`src/hw/rtl/sshm_pkg.sv`:
```
// Shared types and constants for the sensor sample health monitor.
// Holds cause codes, status bit positions, field widths and the sequence-tracking state type.
// No dependencies.
package sshm_pkg;

    localparam int CodesW = 32;
    localparam int ScaleW = 16;
    localparam int ProdW  = CodesW + ScaleW;
    localparam int ValueW = 40;
    localparam int FracW  = 8;
    localparam int CauseW = 3;
    localparam int SeqW   = 8;
    localparam int StatW  = 8;
    localparam int ThrW   = 8;

    localparam logic [CauseW-1:0] CAUSE_OK       = 3'd0;
    localparam logic [CauseW-1:0] CAUSE_PANELOFF = 3'd1;
    localparam logic [CauseW-1:0] CAUSE_ABSENT   = 3'd2;
    localparam logic [CauseW-1:0] CAUSE_NOSYNC   = 3'd3;
    localparam logic [CauseW-1:0] CAUSE_BUSERR   = 3'd4;
    localparam logic [CauseW-1:0] CAUSE_STALE    = 3'd5;
    localparam logic [CauseW-1:0] CAUSE_STUCK    = 3'd6;
    localparam logic [CauseW-1:0] CAUSE_NONE     = 3'd7;

    localparam int ST_VALID      = 0;
    localparam int ST_PANEL_ON   = 2;
    localparam int ST_PRESENT    = 3;
    localparam int ST_CONVERTING = 4;
    localparam int ST_ERROR      = 7;

    localparam logic [0:0] REG_SCALE  = 1'b0;
    localparam logic [0:0] REG_THRESH = 1'b1;

    localparam logic [ScaleW-1:0] SCALE_RESET  = 16'd256;
    localparam logic [ThrW-1:0]   THRESH_RESET = 8'd5;

    typedef struct packed {
        logic            seq_seen;
        logic [SeqW-1:0] prev_seq;
        logic [ThrW-1:0] repeat_count;
    } t_seq_state;

    typedef struct packed {
        logic              ok;
        logic [CauseW-1:0] cause;
        logic [ProdW-1:0]  prod;
    } t_eval_res;

endpackage

```
`src/hw/rtl/sensor_sample_health_monitor.sv`:
```
// Top level of the sensor sample health monitor: stream ports, configuration registers,
// input and result registers. Depends on sshm_pkg and sshm_eval.
//
// Takes one sensor read request per clock and returns one result per request. A request is
// captured in an input register, evaluated combinationally (repeat tracking, cause
// priority, 32x16 scaling multiply) and held in a result register, which presents the
// result until it is taken. The input and result registers each advance once per clock,
// so the block sustains one request per clock when the result side is ready. While a
// result waits, one further request can still enter the input register if that register
// is empty. Write scale_q8_8 (index 0) and stuck_threshold (index 1) only while no
// request is in flight.
module sensor_sample_health_monitor
    import sshm_pkg::*;
(
    input  logic          i_clk,
    input  logic          i_rst_n,
    input  logic          i_cfg_we,
    input  logic [0:0]    i_cfg_idx,
    input  logic [15:0]   i_cfg_data,
    input  logic          s_axis_tvalid,
    output logic          s_axis_tready,
    // bus_ok [0], status_bits [8:1], sample_seq [16:9], sample_codes [48:17], zero [55:49]
    input  logic [55:0]   s_axis_tdata,
    output logic          m_axis_tvalid,
    input  logic          m_axis_tready,
    // reading_ok [0], scaled_value [40:1], cause [43:41], cause_changed [44], healthy [45],
    // zero [47:46]
    output logic [47:0]   m_axis_tdata
);

    logic [ScaleW-1:0] r_scale;
    logic [ThrW-1:0]   r_thresh;

    logic              r_in_valid;
    logic              r_in_bus_ok;
    logic [StatW-1:0]  r_in_status;
    logic [SeqW-1:0]   r_in_seq;
    logic [CodesW-1:0] r_in_codes;

    t_seq_state        r_state;
    t_seq_state        n_state;
    logic [CauseW-1:0] r_prev_cause;

    logic              r_out_valid;
    logic              r_out_ok;
    logic [ProdW-1:0]  r_out_prod;
    logic [CauseW-1:0] r_out_cause;
    logic              r_out_changed;

    t_eval_res         eval_res;
    logic              out_adv;
    logic              in_fire;
    logic [ValueW-1:0] scaled;

    assign out_adv       = !r_out_valid || m_axis_tready;
    assign s_axis_tready = !r_in_valid || out_adv;
    assign in_fire       = s_axis_tvalid && s_axis_tready;

    sshm_eval u_eval (
        .i_bus_ok       (r_in_bus_ok),
        .i_status_bits  (r_in_status),
        .i_sample_seq   (r_in_seq),
        .i_sample_codes (r_in_codes),
        .i_scale        (r_scale),
        .i_thresh       (r_thresh),
        .i_state        (r_state),
        .o_state        (n_state),
        .o_res          (eval_res)
    );

    always_ff @(posedge i_clk) begin
        if (!i_rst_n) begin
            r_scale  <= SCALE_RESET;
            r_thresh <= THRESH_RESET;
        end else if (i_cfg_we) begin
            unique case (i_cfg_idx)
                REG_SCALE:  r_scale  <= i_cfg_data;
                REG_THRESH: r_thresh <= i_cfg_data[ThrW-1:0];
                default:    r_scale  <= r_scale;
            endcase
        end
    end

    always_ff @(posedge i_clk) begin
        if (!i_rst_n) begin
            r_in_valid <= 1'b0;
        end else if (s_axis_tready) begin
            r_in_valid <= s_axis_tvalid;
        end
    end

    always_ff @(posedge i_clk) begin
        if (in_fire) begin
            r_in_bus_ok <= s_axis_tdata[0];
            r_in_status <= s_axis_tdata[8:1];
            r_in_seq    <= s_axis_tdata[16:9];
            r_in_codes  <= s_axis_tdata[48:17];
        end
    end

    always_ff @(posedge i_clk) begin
        if (!i_rst_n) begin
            r_out_valid  <= 1'b0;
            r_state      <= '0;
            r_prev_cause <= CAUSE_NONE;
        end else if (out_adv) begin
            r_out_valid <= r_in_valid;
            if (r_in_valid) begin
                r_state      <= n_state;
                r_prev_cause <= eval_res.cause;
            end
        end
    end

    always_ff @(posedge i_clk) begin
        if (out_adv && r_in_valid) begin
            r_out_ok      <= eval_res.ok;
            r_out_prod    <= eval_res.prod;
            r_out_cause   <= eval_res.cause;
            r_out_changed <= (eval_res.cause != r_prev_cause);
        end
    end

    assign scaled        = r_out_ok ? r_out_prod[ProdW-1:FracW] : '0;
    assign m_axis_tvalid = r_out_valid;
    assign m_axis_tdata  = {2'b00, r_out_ok, r_out_changed, r_out_cause, scaled, r_out_ok};

endmodule

```
`src/hw/rtl/sshm_eval.sv`:
```
// Per-request evaluation: sequence repeat tracking, cause classification and product with the Q8.8 scale.
// Purely combinational; depends on sshm_pkg.
module sshm_eval
    import sshm_pkg::*;
(
    input  logic              i_bus_ok,
    input  logic [StatW-1:0]  i_status_bits,
    input  logic [SeqW-1:0]   i_sample_seq,
    input  logic [CodesW-1:0] i_sample_codes,
    input  logic [ScaleW-1:0] i_scale,
    input  logic [ThrW-1:0]   i_thresh,
    input  t_seq_state        i_state,
    output t_seq_state        o_state,
    output t_eval_res         o_res
);

    logic            seq_match;
    logic [ThrW-1:0] cnt_next;
    logic [CauseW-1:0] invalid_cause;

    assign seq_match = i_state.seq_seen && (i_sample_seq == i_state.prev_seq);

    always_comb begin
        if (!seq_match) begin
            cnt_next = '0;
        end else if (i_state.repeat_count < i_thresh) begin
            cnt_next = i_state.repeat_count + ThrW'(1);
        end else begin
            cnt_next = i_state.repeat_count;
        end
    end

    always_comb begin
        if (!i_status_bits[ST_PANEL_ON]) begin
            invalid_cause = CAUSE_PANELOFF;
        end else if (i_status_bits[ST_ERROR]) begin
            invalid_cause = CAUSE_BUSERR;
        end else if (!i_status_bits[ST_PRESENT]) begin
            invalid_cause = CAUSE_ABSENT;
        end else if (!i_status_bits[ST_CONVERTING]) begin
            invalid_cause = CAUSE_NOSYNC;
        end else begin
            invalid_cause = CAUSE_STALE;
        end
    end

    always_comb begin
        o_res.prod = ProdW'(i_sample_codes) * ProdW'(i_scale);
        o_res.ok   = 1'b0;
        if (!i_bus_ok) begin
            o_state     = i_state;
            o_res.cause = CAUSE_BUSERR;
        end else begin
            o_state.seq_seen     = 1'b1;
            o_state.prev_seq     = i_sample_seq;
            o_state.repeat_count = cnt_next;
            if (cnt_next >= i_thresh) begin
                o_res.cause = CAUSE_STUCK;
            end else if (!i_status_bits[ST_VALID]) begin
                o_res.cause = invalid_cause;
            end else begin
                o_res.cause = CAUSE_OK;
                o_res.ok    = 1'b1;
            end
        end
    end

endmodule

```
`config.mk`:
```
export PLATFORM = sky130hd
export DESIGN_NAME = sensor_sample_health_monitor
export DESIGN_NICKNAME = d
export VERILOG_FILES = /design/src/hw/rtl/sshm_pkg.sv /design/src/hw/rtl/sensor_sample_health_monitor.sv /design/src/hw/rtl/sshm_eval.sv
export SDC_FILE = /design/constraint.sdc
export NUM_CORES = 1
export LEC_CHECK = 0
export BUFFER_PORTS_ARGS = -buffer_cell sky130_fd_sc_hd__buf_2
export CAP_MARGIN = 20
export CORE_ASPECT_RATIO = 1.2
export CORE_UTILIZATION = 28
export CTS_BUF_LIST = sky130_fd_sc_hd__clkbuf_4
export DETAILED_ROUTE_END_ITERATION = 16
export GPL_TIMING_DRIVEN = 0
export PLACE_DENSITY = 0.41
export RECOVER_POWER = 25
export SYNTH_ARGS = -nofsm -noshare
export SYNTH_HDL_FRONTEND = slang
export SYNTH_SLANG_ARGS = --single-unit
```
`constraint.sdc`:
```
create_clock -name i_clk -period 15.9 [get_ports i_clk]
set_input_delay 0 -clock i_clk [delete_from_list [all_inputs] [get_ports i_clk]]
set_output_delay 0 -clock i_clk [all_outputs]
set_load 0.05 [all_outputs]
```
* Word-level counts from Yosys, hierarchy flattened
Cells that the tools add are included.
Widths: inputs -> output; s select.
** Operators by class
- $add $sub $neg :: 1
- Multipliers :: 1
- $lt $le $gt $ge :: 2
- Eq/ne operators :: 2
- Muxes and demuxes :: 11
- Bitwise operators :: 2
- Reductions and logical operators :: 12
** Operators with widths (count)
- $mul 32x16->48 :: 1
- $mux 40 :: 1
- $mux 3 :: 7
- $mux 8 :: 2
- $add 8x1->8 const B :: 1
- $eq 8x8->1 :: 1
- $ge 8x8->1 :: 1
- $lt 8x8->1 :: 1
- $reduce_and 2->1 :: 3
- $logic_and 1x1->1 :: 3
- $ne 3x3->1 :: 1
- $reduce_and 3->1 :: 1
- $logic_not 1->1 :: 2
- $logic_or 1x1->1 :: 2
- $not 1->1 :: 2
- $reduce_or 2->1 :: 1
- $mux 1 :: 1
** Word-level totals
- Flip-flop bits (word level) :: 148
- Output and inout port bits :: 50
- Logic and storage cells :: 47

* Longest topological paths before layout
Gate-level depths: netlist of the first run.
- Depth after elaboration :: 8
- Depth in mapped cells :: 23
- Depth with buffers taken out :: 22

* By module
From an unflattened synthesis of the first run, not the netlist that was laid out.
** Second synthesis, totals
- Cell total of the unflattened synthesis :: 2346
- Area, all modules :: 22019.9 µm²
** Modules (own cells, without submodules)
- sshm_eval :: times used 1, cells an instance 1994, area each 17045.1 µm², sequential area each 0.0 µm²
- sensor_sample_health_monitor :: times used 1, cells an instance 352, area each 4974.8 µm², sequential area each 3743.6 µm²

* Worst setup path after synthesis of the first run
No wires, ideal clock.
- Path kind :: register to register
- From :: reg r_in_codes[7]
- To :: reg r_out_prod[33], data pin
- Library setup time :: 0.260 ns
- Arrival time :: 5.792 ns
- Required time :: 15.640 ns
- Setup slack :: 9.848 ns
- Cell stages (with the launch flop) :: 23
- Buffers on the path :: 1
- Period minus slack after synthesis :: 6.052 ns
- Cells stage by stage :: edfxtp_1 -> clkbuf_1 -> nand2_1 -> fa_1 -> inv_1 -> fa_1 -> inv_1 -> fa_1 -> inv_1 -> fa_1 -> fa_1 -> inv_1 -> fa_1 -> inv_1 -> ha_1 -> a21oi_1 -> o21ai_0 -> a31oi_1 -> o21ai_1 -> a2111oi_0 -> nor3_1 -> a221oi_2 -> xnor2_1
** RTL lines
- from (decl) :: RTL line sensor_sample_health_monitor.sv:38 : logic [CodesW-1:0] r_in_codes;
- from (signal assigned) :: RTL line sensor_sample_health_monitor.sv:97 : r_in_codes <= s_axis_tdata[48:17];
- to (signal assigned) :: RTL line sensor_sample_health_monitor.sv:118 : r_out_prod <= eval_res.prod;
- to (decl) :: RTL line sensor_sample_health_monitor.sv:46 : logic [ProdW-1:0] r_out_prod;

==> run_results.csv, run 1 <==
group,metric,value,unit
drt,vias,16100,
timing,setup-violations-final,0,
yosys,synth_top_area_share,0.395,
grt,antenna_found_initial,2,
critical_path,cp.required,16380,ps
yosys,synthCells,2262,
floorplanning,fp-row-count,110,
timing,rsz0062_at_grt,"no",
cts,clkSlewWorstSetupHoldPaths,170,ps
floorplanning,core-area,74900,um2
critical_path,worst_setup_path_end_kind,"flop",
timing,slew_headroom,-0.0922,
grt,grt_max_degree,31,
yosys,syn_area,21200,um2
critical_path,critPathMostFrequentCell,"fa_1",
layout,fin_nets,3164,
power,leakage,0.0112,uW
cts,post_cts_buffers,0,
floorplanning,die_h,303,um
cts,cts.sinks,137,
yosys,synth-edff-count,91,
critical_path,cp_cell_sequence,"clkbuf_1, nand2_1, fa_1, fa_1, fa_1, inv_1, fa_1, fa_1, inv_1, fa_1, inv_1, ha_1, clkbuf_1, and4_1, nand3_1, o2bb2ai_1, o211ai_1, and2_1, o311ai_1, xnor2_1",
drt,wirelength,67700,um
critical_path,critPathSlowestCell,"o2bb2ai_1",
cts,postCtsHoldBufs,137,
timing,maxSlewViolCount,22,
drt,viasPerCell,4.51,
critical_path,cp-start-kind,"flop",
place,dpl.cell_count,3388,
place,routabilityCongestion,0.858,
timing,worst_pin_slew,1640,ps
timing,fmax,125,MHz
grt,grt_overflow,0,
floorplanning,die_x,253,um
yosys,synth_warnings,0,
cts,cts_max_path_buffers,2,
timing,finalCritPeriodShare,0.502,
cts,htree_levels,4,
cts,cts-root-buf,"clkbuf_4",
timing,finClkSkew,53.4,ps
grt,first_global_vias,17900,
drt,routedWlPerCell,19.0,um
floorplanning,ioPinCount,128,
cts,cts_tree,"done",
power,peakVddDrop,0.0553,mV
layout,area_delta_synth_final,16.7,%
cts,cts_made_buffers,17,
yosys,synth_cell_types,58,
layout,fin_cells,3561,
cts,cts_resized,0,
run_status,status,"complete, but fails checks",
place,port_buffers,114,
flow_run,max-cap-violations,1,
layout,final_layout_size_suffix_gt1_frac,0.0592,
grt,grt_pass1_wl,107000,um
yosys,ys_seq_elements,137,
yosys,synthTopCellsByCount,"inv_1 (454), fa_1 (417), nand2_1 (396), and2_1 (259), ha_1 (133)",
yosys,syn_avg_cell_area,9.35,um2
yosys,yosysTopAreaCell,"fa_1",
timing,period_needed,7980,ps
power,p_per_area,85.0,nW/um2
yosys,synth_most_common_cell,"inv_1",
cts,clk_latency,760,ps
power,finalPower,2100,uW
yosys,seq_area_frac_synth,0.173,
run_status,violations,"max-capacitance violations, max-slew violations",
drt,antenna_left,0,
layout,post-route-util,0.330,
critical_path,critical_path_class,"reg2reg",
timing,finalHoldViolCount,0,
floorplanning,design.die.area,76600,um2
yosys,synth_top_cells_by_area,"fa_1 (39%), edfxtp_1 (13%), inv_1 (8.1%)",
grt,grtUsageTotal,0.189,
place,dp_hpwl,56500,um
floorplanning,initial_core_util,0.282,
yosys,synth_flop_cell,"edfxtp_1",
critical_path,slowest_delay,740,ps
drt,drtPass1Iterations,5,
timing,tns,0,ps
drt,drc,0,
critical_path,arrival,8460,ps
worst_hold_path,hold_class,"in2reg",
critical_path,path_max_fanout,10,
yosys,ys_async_sr_fraction,0,
drt,drt_iter0_drc,568,
==> state kept, by name (all words and copies together) (netlist names), 3 cells and up <==
signal / flops
r_in_status: 5
r_scale: 16
r_prev_cause: 3
r_thresh: 8
r_state: 17
r_out_prod: 40
r_in_seq: 8
r_out_cause: 3
r_in_codes: 32
==> final timing paths <==
path / slack (ps) / depth (start not counted) / startpoint / end
worst min register to register: 470 / 2 / r_thresh[5]$_SDFFE_PN0P_ / r_thresh[5]$_SDFFE_PN0P_
worst min-delay path: 70 / 4 / i_cfg_data[12] / r_scale[12]$_SDFFE_PN0P_
worst max register to register: 7920 / 20 / r_scale[2]$_SDFFE_PN0P_ / r_out_prod[47]$_DFFE_PP_
worst max-delay path: 7920 / 20 / r_scale[2]$_SDFFE_PN0P_ / r_out_prod[47]$_DFFE_PP_
==> cell families after synthesis <==
kind of cell	count (synthesis)	synth area share
AOI/OAI and AO/OA	191	0.0552
xor gates and xnor gates	55	0.0228
adders and majority gates	550	0.473
buffers and inverters	560	0.100
DFF	137	0.173
muxes	2	0.000947
other	1	0.000177
and+or+nand+nor	766	0.174
==> worst max-delay path, delay by kind of cell (launching register included) <==
family	cells	cell delay (ps)
compound gates	3	1360
flops	1	670
buf+inv	5	1130
xor+xnor	1	120
fa+ha+maj	7	3280
simple gates	4	1160
==> report_power, final <==
| group | internal [uW] | switching (uW) | total (uW) |
|---|---|---|---|
| clock network | 86.8 | 185 | 272 |
| registers | 472 | 30.6 | 503 |
| logic | 496 | 828 | 1320 |
| total | 1050 | 1040 | 2100 |
==> metal layers <==
metal / GRT usage / vias to the layer above / share of wire
li1: - / 7386 / -
met1: 0.229 / 8327 / 0.42
met2: 0.344 / 280 / 0.52
met3: 0.0192 / 62 / 0.029
met4: 0.0697 / 0 / 0.030
met5: 0 / - / 0
==> per-stage QoR <==
step	instance area (um2)	setup WS, ps	hold slack (ps)
final	24700	7920	73.2
after global routing	24700	7560	64.0
after CTS	24700	7890	2.61
after detailed placement	23000	7940	178
after global placement	23000	7950	178
after floorplan	21200	9850	98.9
==> layout by cell type, fill, tap and decap left out, types with 6 or more instances in the layout <==
master,count
clkbuf_1,109
nand2b_1,9
a21oi_1,89
nor2b_1,6
or3_1,7
ha_1,133
and2_1,258
nor2_1,36
nor3_1,7
dfxtp_1,46
nand4_1,14
fa_1,417
o21ai_1,6
edfxtp_1,91
a21o_1,17
nand2_1,396
xnor2_1,27
dlygate4sd3_1,137
o21ai_0,29
nand3_1,18
and3_1,7
inv_1,453
buf_4,6
o211ai_1,7
clkbuf_4,18
buf_2,104
xor2_1,28
a31oi_1,8
==> cell type report <==
| class | instances | area, um2 |
|---|---|---|
| diodes | 4 | 10.0 |
| plain buffers | 106 | 418 |
| clock buffers | 18 | 135 |
| clock inverters | 14 | 154 |
| fillers | 7992 | 50200 |
| inverters | 454 | 1700 |
| multi-input cells | 1566 | 15400 |
| flip-flops and latches | 137 | 3650 |
| well taps | 1008 | 1260 |
| repair buffers | 254 | 1980 |
No activity file was read; power rests on OpenSTA's default activity.
==> run 2, diff against run 1 <==
--- a/config.mk
+++ b/config.mk
@@ -12,7 +12,7 @@
 export CTS_BUF_LIST = sky130_fd_sc_hd__clkbuf_4
 export DETAILED_ROUTE_END_ITERATION = 16
 export GPL_TIMING_DRIVEN = 0
-export PLACE_DENSITY = 0.41
+export PLACE_DENSITY = 0.42
 export RECOVER_POWER = 25
 export SYNTH_ARGS = -nofsm -noshare
 export SYNTH_HDL_FRONTEND = slang
==> constraint.sdc (replaced) <==
create_clock -name i_clk -period 6.8 [get_ports i_clk]
set_input_delay 0 -clock i_clk [delete_from_list [all_inputs] [get_ports i_clk]]
set_output_delay 0 -clock i_clk [all_outputs]
set_load 0.05 [all_outputs]
==> run_results.csv, run 2 (synthesis gave the netlist of run 1 again) <==
group,metric,value,unit
timing,fmax,151,MHz
grt,grtUsageTotal,0.192,
floorplanning,die_x,253,um
critical_path,worst_setup_path_end_kind,"flop",
timing,finClkSkew,45.5,ps
critical_path,crit-reg2reg-launch,"r_scale[6]$_SDFFE_PN0P_",
critical_path,cp-startpoint,"r_scale[6]$_SDFFE_PN0P_",
power,finalPower,5110,uW
critical_path,crit_path_end,"r_out_prod[42]$_DFFE_PP_",
layout,reg_top3,"r_out_prod: 40 flops, r_in_codes: 32 flops, r_state: 17 flops",
grt,grt_pass1_wl,107000,um
critical_path,path_delay_family,"adder cells",
critical_path,reg2reg_depth,20,
drt,vias,16300,
timing,finalHoldViolCount,0,
critical_path,critPathSlowestCell,"o41a_1",
power,peakVddDrop,0.109,mV
layout,largest_reg_flops,40,
critical_path,worst-path-buf-inv,5,
place,post-place-ws,-1110,ps
layout,top_register,"r_out_prod",
timing,period_needed,6640,ps
drt,routedWlPerCell,19.2,um
place,port_buffers,114,
critical_path,critical_path_class,"reg2reg",
critical_path,path_depth,20,
grt,first_global_vias,18000,
drt,drtPass1Iterations,5,
timing,slew_headroom,0.358,
floorplanning,fp-row-count,110,
drt,viasPerCell,4.50,
critical_path,path_max_fanout,10,
place,routabilityCongestion,0.876,
timing,setup-violations-final,0,
cts,cts_tree,"done",
cts,htree_levels,4,
place,dpl_cell_area,23000,um2
floorplanning,initial_core_util,0.282,
timing,worst_pin_slew,961,ps
floorplanning,design.die.area,76600,um2
layout,layout_commonest_cell,"inv_1",
cts,cts-root-buf,"clkbuf_4",
drt,antenna_left,0,
grt,grt_max_degree,31,
layout,post-route-util,0.341,
grt,grt_overflow,0,
critical_path,arrival,7220,ps
critical_path,timing.rr.end,"r_out_prod[42]$_DFFE_PP_",
cts,clkSlewWorstSetupHoldPaths,170,ps
flow_run,max-cap-violations,0,
critical_path,cp_cell_sequence,"clkbuf_4, and2_1, fa_1, inv_1, fa_1, fa_1, inv_1, fa_1, fa_1, inv_1, fa_1, inv_1, ha_2, and3_4, nand4b_1, a21oi_4, a31oi_4, o41a_1, o211a_1, a311oi_1",
critical_path,rrSetupSlack,160,ps
place,dpl.cell_count,3388,
cts,cts_max_path_buffers,2,
layout,seqCellArea,3670,um2
power,leakage,0.0118,uW
layout,fin_nets,3216,
layout,multi_input_comb_area,15600,um2
floorplanning,ioPinCount,128,
cts,clk_latency,760,ps
layout,fin_cells,3612,
floorplanning,core-area,74900,um2
power,p_per_area,200,nW/um2
cts,cts.sinks,137,
worst_hold_path,hold_class,"in2reg",
timing,finalCritPeriodShare,0.976,
place,dp_hpwl,55900,um
floorplanning,die_h,303,um
run_status,status,"finished, final reports clean",
drt,wirelength,69200,um
drt,drc,0,
grt,antenna_found_initial,3,
layout,area_delta_synth_final,20.8,%
critical_path,slowest_delay,520,ps
layout,final_layout_size_suffix_gt1_frac,0.119,
timing,rsz0062_at_grt,"yes",
timing,maxSlewViolCount,0,
layout,final_area,25500,um2
drt,drt_iter0_drc,726,
timing,fin_ws,160,ps
critical_path,cp-start-kind,"flop",
layout,final_cell_mix,"inv_1 (454), fa_1 (416), nand2_1 (396)",
layout,fill_cells,7862,
cts,cts_made_buffers,17,
critical_path,critPathMostFrequentCell,"fa_1",
critical_path,cp.required,7380,ps
run 2: layout make-up:
class | instances | area share
clock inverters | 14 | 0.00617
plain buffers | 103 | 0.0243
clock buffers | 18 | 0.00529
flip-flops and latches | 137 | 0.144
multi-input cells | 1566 | 0.610
inverters | 454 | 0.0667
well taps | 1008 | 0.0494
repair buffers | 309 | 0.0944
diodes | 3 | 0.000294
run 2: how the worst min path moves through the flow:
stage	start	to	slack (ps)	cells after the start
after global placement	s_axis_tdata[37]	r_in_codes[20]$_DFFE_PP_	180	1
after CTS	i_rst_n	r_prev_cause[2]$_SDFFE_PN1P_	120	3
after global routing	i_rst_n	r_prev_cause[2]$_SDFFE_PN1P_	180	3
after detailed placement	s_axis_tdata[31]	r_in_codes[14]$_DFFE_PP_	180	1
after floorplan	s_axis_tdata[0]	r_in_bus_ok$_DFFE_PP_	100	0
final	i_rst_n	r_prev_cause[2]$_SDFFE_PN1P_	230	3
run 2: what timing repair did:
action | 4_1_cts | 5_1_grt
pin swaps | 3 | 5
gates resized for setup | 132 | 75
endpoints found under the hold margin | 100 | 0
endpoints found under the setup margin | 26 | 17
setup buffers | 27 | 18
hold buffers | 147 | 0
run 2: tightest hold or removal path, stage by stage:
cell and delay [ps]:
dlygate4sd3_1 530, clkbuf_1 280, nand3_1 140
run 2: per-layer routing:
metal / track usage / vias up / wire, um
met5: 0 / - / 0
met4: 0.100 / 0 / 3490
met3: 0.0320 / 111 / 2550
met2: 0.331 / 322 / 34300
met1: 0.229 / 8306 / 28800
li1: - / 7516 / -
run 2: metrics by stage:
step	setup TNS [ps]	hold WS, ps
finish	0	228
global route	-27.0	178
CTS	-6.18	121
detailed placement	-16430	178
global placement	-20330	179
floorplan	0	98.9
run 2: where the power goes:
part | internal [uW] | switching [uW]
clock | 204 | 437
combinational | 1260 | 2040
sequential | 1100 | 57.2
total | 2570 | 2530
